===== src/hw/rtl/load_event_detector_core_macros.svh =====
// Assertion macros shared by the load event detector RTL.
// Each body expands to a labeled concurrent assertion with an active-low
// reset disable; synthesis builds see empty bodies.
`ifndef LOAD_EVENT_DETECTOR_CORE_MACROS_SVH
`define LOAD_EVENT_DETECTOR_CORE_MACROS_SVH

`ifndef SYNTHESIS
`define LED_ASSERT_IMP(lbl, clk, rst_n, ante, cons) \
  lbl: assert property (@(posedge clk) disable iff (!rst_n) (ante) |-> (cons)) \
    else $error("%m: assertion failed");
`define LED_ASSERT_NEXT(lbl, clk, rst_n, ante, cons) \
  lbl: assert property (@(posedge clk) disable iff (!rst_n) (ante) |=> (cons)) \
    else $error("%m: assertion failed");
`else
`define LED_ASSERT_IMP(lbl, clk, rst_n, ante, cons)
`define LED_ASSERT_NEXT(lbl, clk, rst_n, ante, cons)
`endif

`endif


===== src/hw/rtl/led_pkg.sv =====
`default_nettype none

package led_pkg;

  // Configuration register widths and indexes
  localparam int unsigned THR_BITS      = 10;
  localparam int unsigned DELAY_BITS    = 32;
  localparam int unsigned CFG_DATA_BITS = 32;
  localparam int unsigned CFG_IDX_BITS  = 1;

  localparam logic [CFG_IDX_BITS-1:0] CFG_THRESHOLD = 1'b0;
  localparam logic [CFG_IDX_BITS-1:0] CFG_DELAY     = 1'b1;

  localparam logic [THR_BITS-1:0]   THR_RESET   = 10'd300;
  localparam logic [DELAY_BITS-1:0] DELAY_RESET = 32'd5000;

  // Bits of growth from scaling the power change by one thousand
  localparam int unsigned SCALE_BITS = 10;

  // Event kinds
  localparam int unsigned KIND_BITS = 3;
  localparam logic [KIND_BITS-1:0] KIND_ON_BASIC        = 3'd0;
  localparam logic [KIND_BITS-1:0] KIND_OFF             = 3'd1;
  localparam logic [KIND_BITS-1:0] KIND_ON_AFTER_FALL   = 3'd2;
  localparam logic [KIND_BITS-1:0] KIND_ON_AFTER_SETTLE = 3'd3;
  localparam logic [KIND_BITS-1:0] KIND_ON_DELAYED      = 3'd4;

  // Phase codes of the event machine
  localparam int unsigned PHASE_BITS = 3;
  localparam logic [PHASE_BITS-1:0] PH_IDLE     = 3'd0;
  localparam logic [PHASE_BITS-1:0] PH_RISE     = 3'd1;
  localparam logic [PHASE_BITS-1:0] PH_ON_WAIT  = 3'd2;
  localparam logic [PHASE_BITS-1:0] PH_FALL     = 3'd3;
  localparam logic [PHASE_BITS-1:0] PH_OFF_WAIT = 3'd4;
  localparam logic [PHASE_BITS-1:0] PH_DROP     = 3'd5;
  localparam logic [PHASE_BITS-1:0] PH_SETTLE   = 3'd6;
  localparam logic [PHASE_BITS-1:0] PH_DELAYED  = 3'd7;

  // Classification of one power change
  typedef struct packed {
    logic rise;
    logic fall;
    logic steady;
  } led_class_t;

endpackage

`default_nettype wire


===== src/hw/rtl/led_in_if.sv =====
`default_nettype none

interface led_in_if #(
  parameter int unsigned POWER_BITS = 24,
  parameter int unsigned TIME_BITS  = 32
) ();
  logic                  valid;
  logic                  ready;
  logic [POWER_BITS-1:0] power;
  logic [TIME_BITS-1:0]  sample_time;

  modport source (output valid, output power, output sample_time, input ready);
  modport sink   (input valid, input power, input sample_time, output ready);
endinterface

`default_nettype wire


===== src/hw/rtl/led_out_if.sv =====
`default_nettype none

interface led_out_if #(
  parameter int unsigned TIME_BITS = 32
) ();
  import led_pkg::*;
  logic                 valid;
  logic                 ready;
  logic [KIND_BITS-1:0] event_kind;
  logic [TIME_BITS-1:0] event_time;

  modport source (output valid, output event_kind, output event_time, input ready);
  modport sink   (input valid, input event_kind, input event_time, output ready);
endinterface

`default_nettype wire


===== src/hw/rtl/led_classify.sv =====
`default_nettype none

module led_classify #(
  parameter int unsigned POWER_BITS = 24,
  parameter int unsigned TIME_BITS  = 32
) (
  input  logic                          clk_i,
  input  logic                          rst_ni,
  input  logic                          en_i,
  input  logic                          vld_i,
  input  logic [POWER_BITS-1:0]         power_i,
  input  logic [POWER_BITS-1:0]         prev_i,
  input  logic [TIME_BITS-1:0]          time_i,
  input  logic [led_pkg::THR_BITS-1:0]  thr_i,
  output logic                          vld_o,
  output led_pkg::led_class_t           cls_o,
  output logic [TIME_BITS-1:0]          time_o
);
  import led_pkg::*;

  localparam int unsigned CmpBits   = POWER_BITS + SCALE_BITS + 1;
  localparam int unsigned BoundBits = POWER_BITS + THR_BITS;

  logic signed [POWER_BITS:0]  diff;
  logic signed [CmpBits-1:0]   diff_x;
  logic signed [CmpBits-1:0]   scaled_d, scaled_q;
  logic [BoundBits-1:0]        bound_d, bound_q;
  logic [TIME_BITS-1:0]        time_q;
  logic                        vld_q;
  logic signed [CmpBits-1:0]   bound_s;
  logic signed [CmpBits-1:0]   bound_n;

  assign diff   = $signed({1'b0, power_i}) - $signed({1'b0, prev_i});
  assign diff_x = CmpBits'(diff);
  // 1000 * d as 1024*d - 16*d - 8*d
  assign scaled_d = (diff_x <<< 10) - (diff_x <<< 4) - (diff_x <<< 3);
  assign bound_d  = BoundBits'(thr_i) * BoundBits'(power_i);

  always_ff @(posedge clk_i or negedge rst_ni) begin
    if (!rst_ni) begin
      vld_q <= 1'b0;
    end else if (en_i) begin
      vld_q <= vld_i;
    end
  end

  always_ff @(posedge clk_i) begin
    if (en_i && vld_i) begin
      scaled_q <= scaled_d;
      bound_q  <= bound_d;
      time_q   <= time_i;
    end
  end

  assign bound_s = $signed({{(CmpBits-BoundBits){1'b0}}, bound_q});
  assign bound_n = -bound_s;

  always_comb begin
    cls_o.rise   = scaled_q > bound_s;
    cls_o.fall   = scaled_q < bound_n;
    cls_o.steady = !cls_o.rise && (scaled_q > bound_n);
  end

  assign vld_o  = vld_q;
  assign time_o = time_q;

endmodule

`default_nettype wire


===== src/hw/rtl/load_event_detector_core.sv =====
// Load event detector: classifies each power change and emits on/off events.
// Throughput: one input word per cycle; the three-register pipeline stalls only
// while the output register holds a word that is not taken.
// Reset (async, active low) clears phase, previous power and settle start,
// and loads threshold 300 and delay 5000.
`default_nettype none
`include "load_event_detector_core_macros.svh"

module load_event_detector_core #(
  parameter int unsigned POWER_BITS = 24,
  parameter int unsigned TIME_BITS  = 32
) (
  input  logic                              clk_i,
  input  logic                              rst_ni,
  input  logic                              cfg_we_i,
  input  logic [led_pkg::CFG_IDX_BITS-1:0]  cfg_idx_i,
  input  logic [led_pkg::CFG_DATA_BITS-1:0] cfg_data_i,
  led_in_if.sink                            in_i,
  led_out_if.source                         out_o
);
  import led_pkg::*;

  localparam int unsigned DiffBits = (TIME_BITS > DELAY_BITS) ? TIME_BITS : DELAY_BITS;

  // Configuration registers
  logic [THR_BITS-1:0]   thr_q;
  logic [DELAY_BITS-1:0] delay_q;

  // Pipeline control
  logic adv;
  logic in_acc;
  logic step;

  // Input register stage
  logic                  s1_vld_q;
  logic [POWER_BITS-1:0] s1_pwr_q;
  logic [POWER_BITS-1:0] s1_prev_q;
  logic [TIME_BITS-1:0]  s1_time_q;
  logic [POWER_BITS-1:0] prev_q;

  // Product stage outputs
  logic                  s2_vld;
  led_class_t            s2_cls;
  logic [TIME_BITS-1:0]  s2_time;

  // Event machine
  logic [PHASE_BITS-1:0] phase_d, phase_q;
  logic [TIME_BITS-1:0]  settle_d, settle_q;
  logic [TIME_BITS-1:0]  settle_time;
  logic                  late;
  logic                  emit;
  logic [KIND_BITS-1:0]  kind_d;

  // Output register
  logic                  out_vld_q;
  logic [KIND_BITS-1:0]  kind_q;
  logic [TIME_BITS-1:0]  time_q;

  // Configuration writes; an unknown index is dropped
  always_ff @(posedge clk_i or negedge rst_ni) begin
    if (!rst_ni) begin
      thr_q   <= THR_RESET;
      delay_q <= DELAY_RESET;
    end else if (cfg_we_i) begin
      unique case (cfg_idx_i)
        CFG_THRESHOLD: thr_q   <= cfg_data_i[THR_BITS-1:0];
        CFG_DELAY:     delay_q <= cfg_data_i[DELAY_BITS-1:0];
        default: ;
      endcase
    end
  end

  // Every stage advances together whenever the output register can take a word.
  assign adv        = !out_vld_q || out_o.ready;
  assign in_i.ready = adv;
  assign in_acc     = in_i.valid && adv;

  // Stage 1: capture the sample together with the power it follows.
  always_ff @(posedge clk_i or negedge rst_ni) begin
    if (!rst_ni) begin
      s1_vld_q <= 1'b0;
      prev_q   <= '0;
    end else begin
      if (adv) begin
        s1_vld_q <= in_i.valid;
      end
      if (in_acc) begin
        prev_q <= in_i.power;
      end
    end
  end

  always_ff @(posedge clk_i) begin
    if (in_acc) begin
      s1_pwr_q  <= in_i.power;
      s1_prev_q <= prev_q;
      s1_time_q <= in_i.sample_time;
    end
  end

  // Stage 2: scaled change and threshold bound, compared on the way out.
  led_classify #(
    .POWER_BITS (POWER_BITS),
    .TIME_BITS  (TIME_BITS)
  ) u_classify (
    .clk_i   (clk_i),
    .rst_ni  (rst_ni),
    .en_i    (adv),
    .vld_i   (s1_vld_q),
    .power_i (s1_pwr_q),
    .prev_i  (s1_prev_q),
    .time_i  (s1_time_q),
    .thr_i   (thr_q),
    .vld_o   (s2_vld),
    .cls_o   (s2_cls),
    .time_o  (s2_time)
  );

  assign step = adv && s2_vld;

  // Settle time is taken modulo the time width, then compared zero-extended.
  assign settle_time = s2_time - settle_q;
  assign late        = DiffBits'(settle_time) > DiffBits'(delay_q);

  // Stage 3: step the event machine. Rise wins over fall, fall over steady;
  // a change sitting exactly on the negative bound leaves the phase alone.
  always_comb begin
    phase_d  = phase_q;
    settle_d = settle_q;
    emit     = 1'b0;
    kind_d   = KIND_ON_BASIC;
    priority if (s2_cls.rise) begin
      if (phase_q == PH_IDLE || phase_q == PH_ON_WAIT || phase_q == PH_SETTLE) begin
        phase_d = PH_RISE;
      end
    end else if (s2_cls.fall) begin
      unique case (phase_q)
        PH_IDLE:     phase_d = PH_FALL;
        PH_RISE:     phase_d = PH_DROP;
        PH_FALL:     phase_d = PH_DROP;
        PH_OFF_WAIT: phase_d = PH_FALL;
        PH_DROP: begin
          settle_d = s2_time;
          phase_d  = PH_SETTLE;
        end
        PH_SETTLE: begin
          if (late) begin
            emit    = 1'b1;
            kind_d  = KIND_ON_DELAYED;
            phase_d = PH_DELAYED;
          end
        end
        default: ;
      endcase
    end else if (s2_cls.steady) begin
      unique case (phase_q)
        PH_RISE:    phase_d = PH_ON_WAIT;
        PH_ON_WAIT: begin
          emit    = 1'b1;
          kind_d  = KIND_ON_BASIC;
          phase_d = PH_IDLE;
        end
        PH_FALL:    phase_d = PH_OFF_WAIT;
        PH_OFF_WAIT: begin
          emit    = 1'b1;
          kind_d  = KIND_OFF;
          phase_d = PH_IDLE;
        end
        PH_DROP: begin
          emit    = 1'b1;
          kind_d  = KIND_ON_AFTER_FALL;
          phase_d = PH_IDLE;
        end
        PH_SETTLE: begin
          emit    = 1'b1;
          kind_d  = KIND_ON_AFTER_SETTLE;
          phase_d = PH_IDLE;
        end
        PH_DELAYED: phase_d = PH_IDLE;
        default: ;
      endcase
    end else begin
      // No class: hold the phase
    end
  end

  always_ff @(posedge clk_i or negedge rst_ni) begin
    if (!rst_ni) begin
      phase_q  <= PH_IDLE;
      settle_q <= '0;
    end else if (step) begin
      phase_q  <= phase_d;
      settle_q <= settle_d;
    end
  end

  // Output register: load a word only when the step emits one.
  always_ff @(posedge clk_i or negedge rst_ni) begin
    if (!rst_ni) begin
      out_vld_q <= 1'b0;
    end else if (adv) begin
      out_vld_q <= s2_vld && emit;
    end
  end

  always_ff @(posedge clk_i) begin
    if (step && emit) begin
      kind_q <= kind_d;
      time_q <= s2_time;
    end
  end

  assign out_o.valid      = out_vld_q;
  assign out_o.event_kind = kind_q;
  assign out_o.event_time = time_q;

  `LED_ASSERT_IMP(a_stall_only_on_backpressure, clk_i, rst_ni,
                  !in_i.ready, out_vld_q && !out_o.ready)
  `LED_ASSERT_NEXT(a_accept_fills_stage, clk_i, rst_ni, in_acc, s1_vld_q)
  `LED_ASSERT_NEXT(a_delayed_enters_wait, clk_i, rst_ni,
                   step && emit && (kind_d == KIND_ON_DELAYED), phase_q == PH_DELAYED)
  `LED_ASSERT_IMP(a_kind_in_range, clk_i, rst_ni, out_vld_q, kind_q <= KIND_ON_DELAYED)

endmodule

`default_nettype wire

===== src/flat_wrapper.sv =====
// flat-port wrapper written by rule: the top's interface ports become plain ports
module load_event_detector_core_flat import led_pkg::*;
#(
  parameter int unsigned POWER_BITS = 24,
  parameter int unsigned TIME_BITS  = 32
)
  (clk_i, rst_ni, cfg_we_i, cfg_idx_i, cfg_data_i, in_i_valid, in_i_power, in_i_sample_time, in_i_ready, out_o_valid, out_o_event_kind, out_o_event_time, out_o_ready);
  led_in_if #(.POWER_BITS(POWER_BITS), .TIME_BITS(TIME_BITS)) in_i_i ();
  led_out_if #(.TIME_BITS(TIME_BITS)) out_o_i ();
  input  logic clk_i;
  input  logic rst_ni;
  input  logic cfg_we_i;
  input  logic [led_pkg::CFG_IDX_BITS-1:0] cfg_idx_i;
  input  logic [led_pkg::CFG_DATA_BITS-1:0] cfg_data_i;
  input wire logic [$bits(in_i_i.valid)-1:0] in_i_valid;
  input wire logic [$bits(in_i_i.power)-1:0] in_i_power;
  input wire logic [$bits(in_i_i.sample_time)-1:0] in_i_sample_time;
  output wire logic [$bits(in_i_i.ready)-1:0] in_i_ready;
  output wire logic [$bits(out_o_i.valid)-1:0] out_o_valid;
  output wire logic [$bits(out_o_i.event_kind)-1:0] out_o_event_kind;
  output wire logic [$bits(out_o_i.event_time)-1:0] out_o_event_time;
  input wire logic [$bits(out_o_i.ready)-1:0] out_o_ready;
  assign in_i_i.valid = in_i_valid;
  assign in_i_i.power = in_i_power;
  assign in_i_i.sample_time = in_i_sample_time;
  assign in_i_ready = in_i_i.ready;
  assign out_o_valid = out_o_i.valid;
  assign out_o_event_kind = out_o_i.event_kind;
  assign out_o_event_time = out_o_i.event_time;
  assign out_o_i.ready = out_o_ready;
  load_event_detector_core #(.POWER_BITS(POWER_BITS), .TIME_BITS(TIME_BITS)) u_core (.clk_i(clk_i), .rst_ni(rst_ni), .cfg_we_i(cfg_we_i), .cfg_idx_i(cfg_idx_i), .cfg_data_i(cfg_data_i), .in_i(in_i_i), .out_o(out_o_i));
endmodule

===== config.mk =====
export PLATFORM = sky130hd
export DESIGN_NAME = load_event_detector_core_flat
export DESIGN_NICKNAME = d
export VERILOG_FILES = /design/src/hw/rtl/led_pkg.sv /design/src/hw/rtl/led_in_if.sv /design/src/hw/rtl/led_out_if.sv /design/src/hw/rtl/led_classify.sv /design/src/hw/rtl/load_event_detector_core.sv /design/src/flat_wrapper.sv
export VERILOG_INCLUDE_DIRS = /design/src /design/src/hw/rtl
export SDC_FILE = /design/constraint.sdc
export NUM_CORES = 1
export LEC_CHECK = 0
export ABC_AREA = 0
export CORE_UTILIZATION = 50
export CTS_BUF_LIST = sky130_fd_sc_hd__clkbuf_8
export CTS_CLUSTER_DIAMETER = 200
export DETAILED_ROUTE_END_ITERATION = 8
export DONT_BUFFER_PORTS = 1
export PLACE_DENSITY_LB_ADDON = 0.3
export SYNTH_ARGS = -nofsm -noshare
export SYNTH_HDL_FRONTEND = slang
export SYNTH_SLANG_ARGS = --single-unit

===== constraint.sdc =====
create_clock -name clk_i -period 12.2 [get_ports clk_i]
set_clock_uncertainty 0.2 [all_clocks]
set_input_delay 2.44 -clock clk_i [delete_from_list [all_inputs] [get_ports clk_i]]
set_output_delay 2.44 -clock clk_i [all_outputs]
set_load 0.05 [all_outputs]

### Yosys cells after proc, flatten, opt, wreduce, memory -nomap -nowiden

Cells that the tools add are included.

| word-level totals | value |
|---|---|
| flip-flop bits (word level) | 320 |
| bits in latches | 0 |
| memory bits (writable) | 0 |
| memory bits (read-only) | 0 |
| input port bits | 94 |
| output and inout port bits | 37 |
| word-level logic and storage cells | 78 |
| memories kept | 0 |

| operators by class | value |
|---|---|
| $add $sub $neg | 5 |
| multipliers | 1 |
| divide/modulo/power cells | 0 |
| magnitude comparators | 4 |
| eq/ne operators | 10 |
| shift operators | 0 |
| multiplexer cells | 18 |
| bitwise logic cells | 2 |
| reductions and logical operators | 22 |

Operator list:

| operator | number |
|---|---|
| 35-bit > comparator | 2 |
| 35-bit < comparator | 1 |
| 34-bit negation with 35-bit output | 1 |
| 35-bit by 28-bit subtractor with 35-bit output | 1 |
| 35-bit by 29-bit subtractor with 35-bit output | 1 |
| 10-bit by 24-bit multiplier with 34-bit output | 1 |
| 32-bit > comparator | 1 |
| 32-bit subtractor | 1 |
| 3-bit 2-to-1 mux | 9 |
| 24-bit by 24-bit subtractor with 25-bit output | 1 |
| 3-bit == test (second input constant) | 4 |
| 3-bit one-hot mux with 4 select lines | 1 |
| 3-bit one-hot mux with 3 select lines | 1 |
| 3-bit by 2-bit == test with 1-bit output (second input constant) | 2 |
| 1-bit logical AND | 6 |
| 1-bit 2-to-1 mux | 6 |
| 6-bit by 5-bit != test with 1-bit output (second input constant) | 1 |
| 2-bit one-hot mux with 3 select lines | 1 |
| 6-bit AND reduction | 1 |
| 5-bit nonzero test | 1 |
| 5-bit OR reduction | 1 |
| 4-bit by 3-bit != test with 1-bit output (second input constant) | 1 |
| 2-bit AND reduction | 2 |
| 4-bit AND reduction | 1 |
| other kinds (9) | 14 |

### Depth between registers and ports, before layout

| logic depth | value |
|---|---|
| word-level depth | 7 |
| mapped depth | 25 |
| mapped depth without buffers | 24 |

### Hierarchy

From an unflattened synthesis, not the netlist that was laid out.

| second synthesis, totals | value |
|---|---|
| cells, all modules | 2501 |
| area total of the unflattened synthesis | 25952.4 um^2 |

By module, submodules not included:

| module | times used | cells each | area each (um^2) | seq. area each (um^2) |
|---|---|---|---|---|
| led_classify | 1 | 1714 | 15961.6 | 2967.8 |
| load_event_detector_core | 1 | 787 | 9990.8 | 6042.0 |

### Worst setup path before layout

OpenSTA, ideal clock, no wires.

| path | value |
|---|---|
| kind | register to register |
| start | reg u_core.thr_q[3] |
| end | reg u_core.u_classify.bound_q[32] (data pin) |
| setup time | 258 ps |
| arrival time | 5735 ps |
| required time | 11742 ps |
| setup slack | 6007 ps |
| stages on the path, launching flop included | 24 |
| path buffers | 2 |
| period minus slack after synthesis | 6193 ps |
| path through | dfstp_2 clkbuf_1 clkbuf_1 nand2_1 fa_1 inv_1 fa_1 inv_1 fa_1 inv_1 fa_1 inv_1 fa_1 inv_1 ha_1 a2111oi_1 o21ai_0 a31oi_1 o22ai_1 o221ai_1 o311ai_1 a21o_1 a21oi_1 xnor2_1 |

| on the way | value |
|---|---|
| longest elaborated chain between the ends | 1 |

RTL lines:

| what | RTL line | text |
|---|---|---|
| start, declared | load_event_detector_core.sv:26 | `logic [THR_BITS-1:0] thr_q;` |
| start signal, assigned | load_event_detector_core.sv:66 | `CFG_THRESHOLD: thr_q <= cfg_data_i[THR_BITS-1:0];` |
| 10-bit by 24-bit multiplier with 34-bit output | led_classify.sv:37 | `assign bound_d = BoundBits'(thr_i) * BoundBits'(power_i);` |
| net u_core.u_classify.bound_d[32] | led_classify.sv:27 | `logic [BoundBits-1:0] bound_d, bound_q;` |
| end signal, assigned | led_classify.sv:50 | `bound_q <= bound_d;` |
| end, declared | led_classify.sv:27 |  |

The timed path passes the listed nets, and every way through them passes these cells.
A chain may end at the register's enable or synchronous reset.

### Worst setup path in the final report

| path | value |
|---|---|
| start | reg u_core.thr_q[1] |
| end | reg u_core.u_classify.bound_q[32] (data pin) |

Same word-level chain as after synthesis.

==> impl_metrics.json <==
{
  "critPathKind": "reg -> reg",
  "ys_async_sr_fraction_pct": 32.8,
  "startpoint_type": "flop",
  "drt_pre_antenna_iters": 5,
  "grt_pass1_wl_um": 99000,
  "die_x_um": 229,
  "worst_slew_margin_rel_pct": 35.8,
  "synthTopCellsByArea": "edfxtp_1 (25%), fa_1 (15%), ha_1 (13%)",
  "postCtsSetupBuffers": 0,
  "crit_path_end_kind": "flop",
  "port_buffers": 0,
  "grt_max_degree": 105,
  "status": "finished, final reports clean",
  "grt_use_total_pct": 23.8,
  "timing.final.crit_period_ns": 6.63,
  "yosysSeqAreaShare_pct": 34.9,
  "ctsHoldBuffers": 0,
  "reg2regPathDepth": 21,
  "synth_cell_types": 79,
  "routed_wl_um": 61500,
  "synth_largest_area_cell": "edfxtp_1",
  "cts_tree": "built",
  "cts_buffers": 54,
  "synthDominantCellAreaShare_pct": 24.7,
  "synth_common_cells": "inv_1 (339), ha_1 (259), edfxtp_1 (213)",
  "fmax_ghz": 0.151,
  "grt_overflow": 0,
  "r2r-end": "u_core.u_classify.bound_q[32]$_DFFE_PP_",
  "crit_path_start": "u_core.thr_q[1]$_DFFE_PN0P_",
  "cts_resized": 0,
  "final-hold-violation-count": 0,
  "dieArea_sq_mm": 0.0526,
  "core_sq_mm": 0.0506,
  "worst_slew_pin_slew_ns": 0.964,
  "drcViolationCount": 0,
  "ant_nets": 0,
  "rsz0062_at_grt": "false",
  "place_ws_ns": 5.55,
  "nets": 2969,
  "synth_area_sq_mm": 0.0259,
  "root_buffer": "clkbuf_8",
  "yosysMostFrequentCell": "inv_1",
  "crit_arrival_ns": 6.83,
  "cp_max_fo": 25,
  "syn_avg_cell_area_sq_um": 10.7,
  "critPathCapture": "u_core.u_classify.bound_q[32]$_DFFE_PP_",
  "initial_core_util_pct": 51.1,
  "synth-main-ff-cell": "edfxtp_1",
  "synth_nets": 2971,
  "regToRegSetupSlack_ns": 5.57,
  "layout_worst_path_cycle_share_pct": 54.4,
  "clk_pin_slew_worst_paths_ns": 0.07,
  "worst_ep_required_time_ns": 12.40,
  "grt_pass1_vias": 18300,
  "drt-vias-per-instance": 5.59,
  "insertion_delay_ns": 0.66,
  "io_pins": 131,
  "clock-sinks": 317,
  "postSynthCellCount": 2424,
  "fp.dieH_um": 229,
  "clockBufferDepth": 3,
  "drive_above_1_share_pct": 9.00,
  "fin_tns_setup_ns": 0,
  "yosysWarnings": 0,
  "route.vias.total": 17600,
  "synth-seq-cells": 317,
  "reg2reg_from": "u_core.thr_q[1]$_DFFE_PN0P_",
  "routabilityCongestion": 0.937,
  "whs_ns": 0.209,
  "antenna_found_initial": 3,
  "htreeDepth": 2,
  "hold_class": "reg -> reg",
  "dr.first_iter.drc_count": 1009,
  "row_count": 82,
  "synthToLayoutAreaGrowth_pct": 7.27,
  "final-max-slew-violation-count": 0,
  "synth-edff-count": 213,
  "hpwl_um": 48200,
  "fin_ws_ns": 5.57,
  "wire_per_inst_um": 19.6,
  "maxCapViolCount": 0,
  "nFillCells": 4330,
  "setup_viol": 0
}
==> how the worst min path moves through the flow <==
stage                              startpoint                                     end  cells after the start
2_1_floorplan   u_core.s1_time_q[0]$_DFFE_PP_   u_core.u_classify.time_o[0]$_DFFE_PP_                      0
3_3_place_gp    u_core.s1_time_q[9]$_DFFE_PP_   u_core.u_classify.time_o[9]$_DFFE_PP_                      0
3_5_place_dp   u_core.s1_time_q[11]$_DFFE_PP_  u_core.u_classify.time_o[11]$_DFFE_PP_                      0
4_1_cts        u_core.s1_time_q[11]$_DFFE_PP_  u_core.u_classify.time_o[11]$_DFFE_PP_                      0
5_1_grt        u_core.s1_time_q[16]$_DFFE_PP_  u_core.u_classify.time_o[16]$_DFFE_PP_                      0
6_report       u_core.s1_time_q[11]$_DFFE_PP_  u_core.u_classify.time_o[11]$_DFFE_PP_                      0
==> per-layer routing <==
layer  GRT usage (%)  share of wire [%]  vias up
met3            3.85                5.5      109
li1                -                  -     8280
met5               0              0.021        -
met2            39.3                 47      499
met1            31.8                 44     8685
met4            8.25                2.9        2
==> per-stage QoR <==
step | util, % | instances | instance area, sq um
2_1_floorplan | - | 2424 | 25900
3_3_place_gp | 52.4 | 3038 | 26500
3_5_place_dp | 52.4 | 3038 | 26500
4_1_cts | 54.8 | 3140 | 27700
5_1_grt | 54.8 | 3140 | 27700
6_report | 54.8 | 3143 | 27700
==> worst max-delay path: stages, from the launching register on <==
cell and delay (ns):
dfrtp_1 0.90, nand2_1 0.15, fa_1 0.52, inv_1 0.05, fa_1 0.50, inv_1 0.05, fa_1 0.47, inv_1 0.05
fa_1 0.52, inv_1 0.05, fa_1 0.53, inv_1 0.04, ha_1 0.21, a2111oi_1 0.32, o21ai_0 0.22, a31oi_1 0.35
o22ai_1 0.18, o221ai_1 0.43, o311ai_1 0.17, a21o_1 0.18, a21oi_1 0.17, xnor2_1 0.09
==> placed cells by master (no fill, tap or decap), drive strengths merged, types with 6 or more instances in the layout <==
cell,instances
inv,353
ha,259
edfxtp,213
nand2,195
fa,194
a21oi,130
and2,130
mux2,102
xnor2,100
dfrtp,95
o21ai,82
nor2,81
a21o,73
clkbuf,56
nand4,36
xor2,34
nor3,29
o21a,25
nand3,25
nand2b,20
clkinv,19
nor2b,18
and3,16
a211oi,16
o31ai,13
nor4,12
o21bai,10
or3,9
dfstp,9
bufinv,8
a31oi,7
o211ai,7
buf,7
or2,6
a211o,6
==> cell type report <==
| type | instances | area [sq um] | share of cell area (%) |
|---|---|---|---|
| Inverter | 339 | 1270 | 4.59 |
| Multi-Input combinational cell | 1703 | 15300 | 55.2 |
| Timing Repair Buffer | 7 | 52.6 | 0.189 |
| Tap cell | 672 | 841 | 3.03 |
| Antenna cell | 3 | 7.51 | 0.0271 |
| Clock inverter | 46 | 473 | 1.71 |
| Clock buffer | 56 | 771 | 2.78 |
| Sequential cell | 317 | 9010 | 32.5 |
==> logic make-up (layout without fill, tap and decap cells) <==
logic type	Yosys count	after routing	share of synthesized area (%)
compound gates	418	418	10.4
xor+xnor	134	134	4.57
fa+ha+maj	453	453	27.6
buf+inv	404	448	5.96
flops	317	317	34.9
mux	103	103	4.92
other cells	0	3	0
simple gates	595	595	11.7
==> sequential cells by signal, indices dropped and copies added (netlist names) <==
name                        count
u_core.delay_q                 32
u_core.s1_pwr_q                24
u_core.s1_vld_q                 1
u_core.s1_time_q               32
u_core.phase_q                  3
u_core.prev_q                  24
u_core.out_o.event_kind         3
u_core.thr_q                   10
u_core.u_classify.time_o       32
u_core.out_o.valid              1
u_core.u_classify.vld_o         1
u_core.settle_q                32
u_core.s1_prev_q               24
u_core.u_classify.bound_q      34
u_core.out_o.event_time        32
u_core.u_classify.scaled_q     32
Power is not shown: default switching activity piles up to over one toggle a cycle in this logic, so the estimate is an artifact.
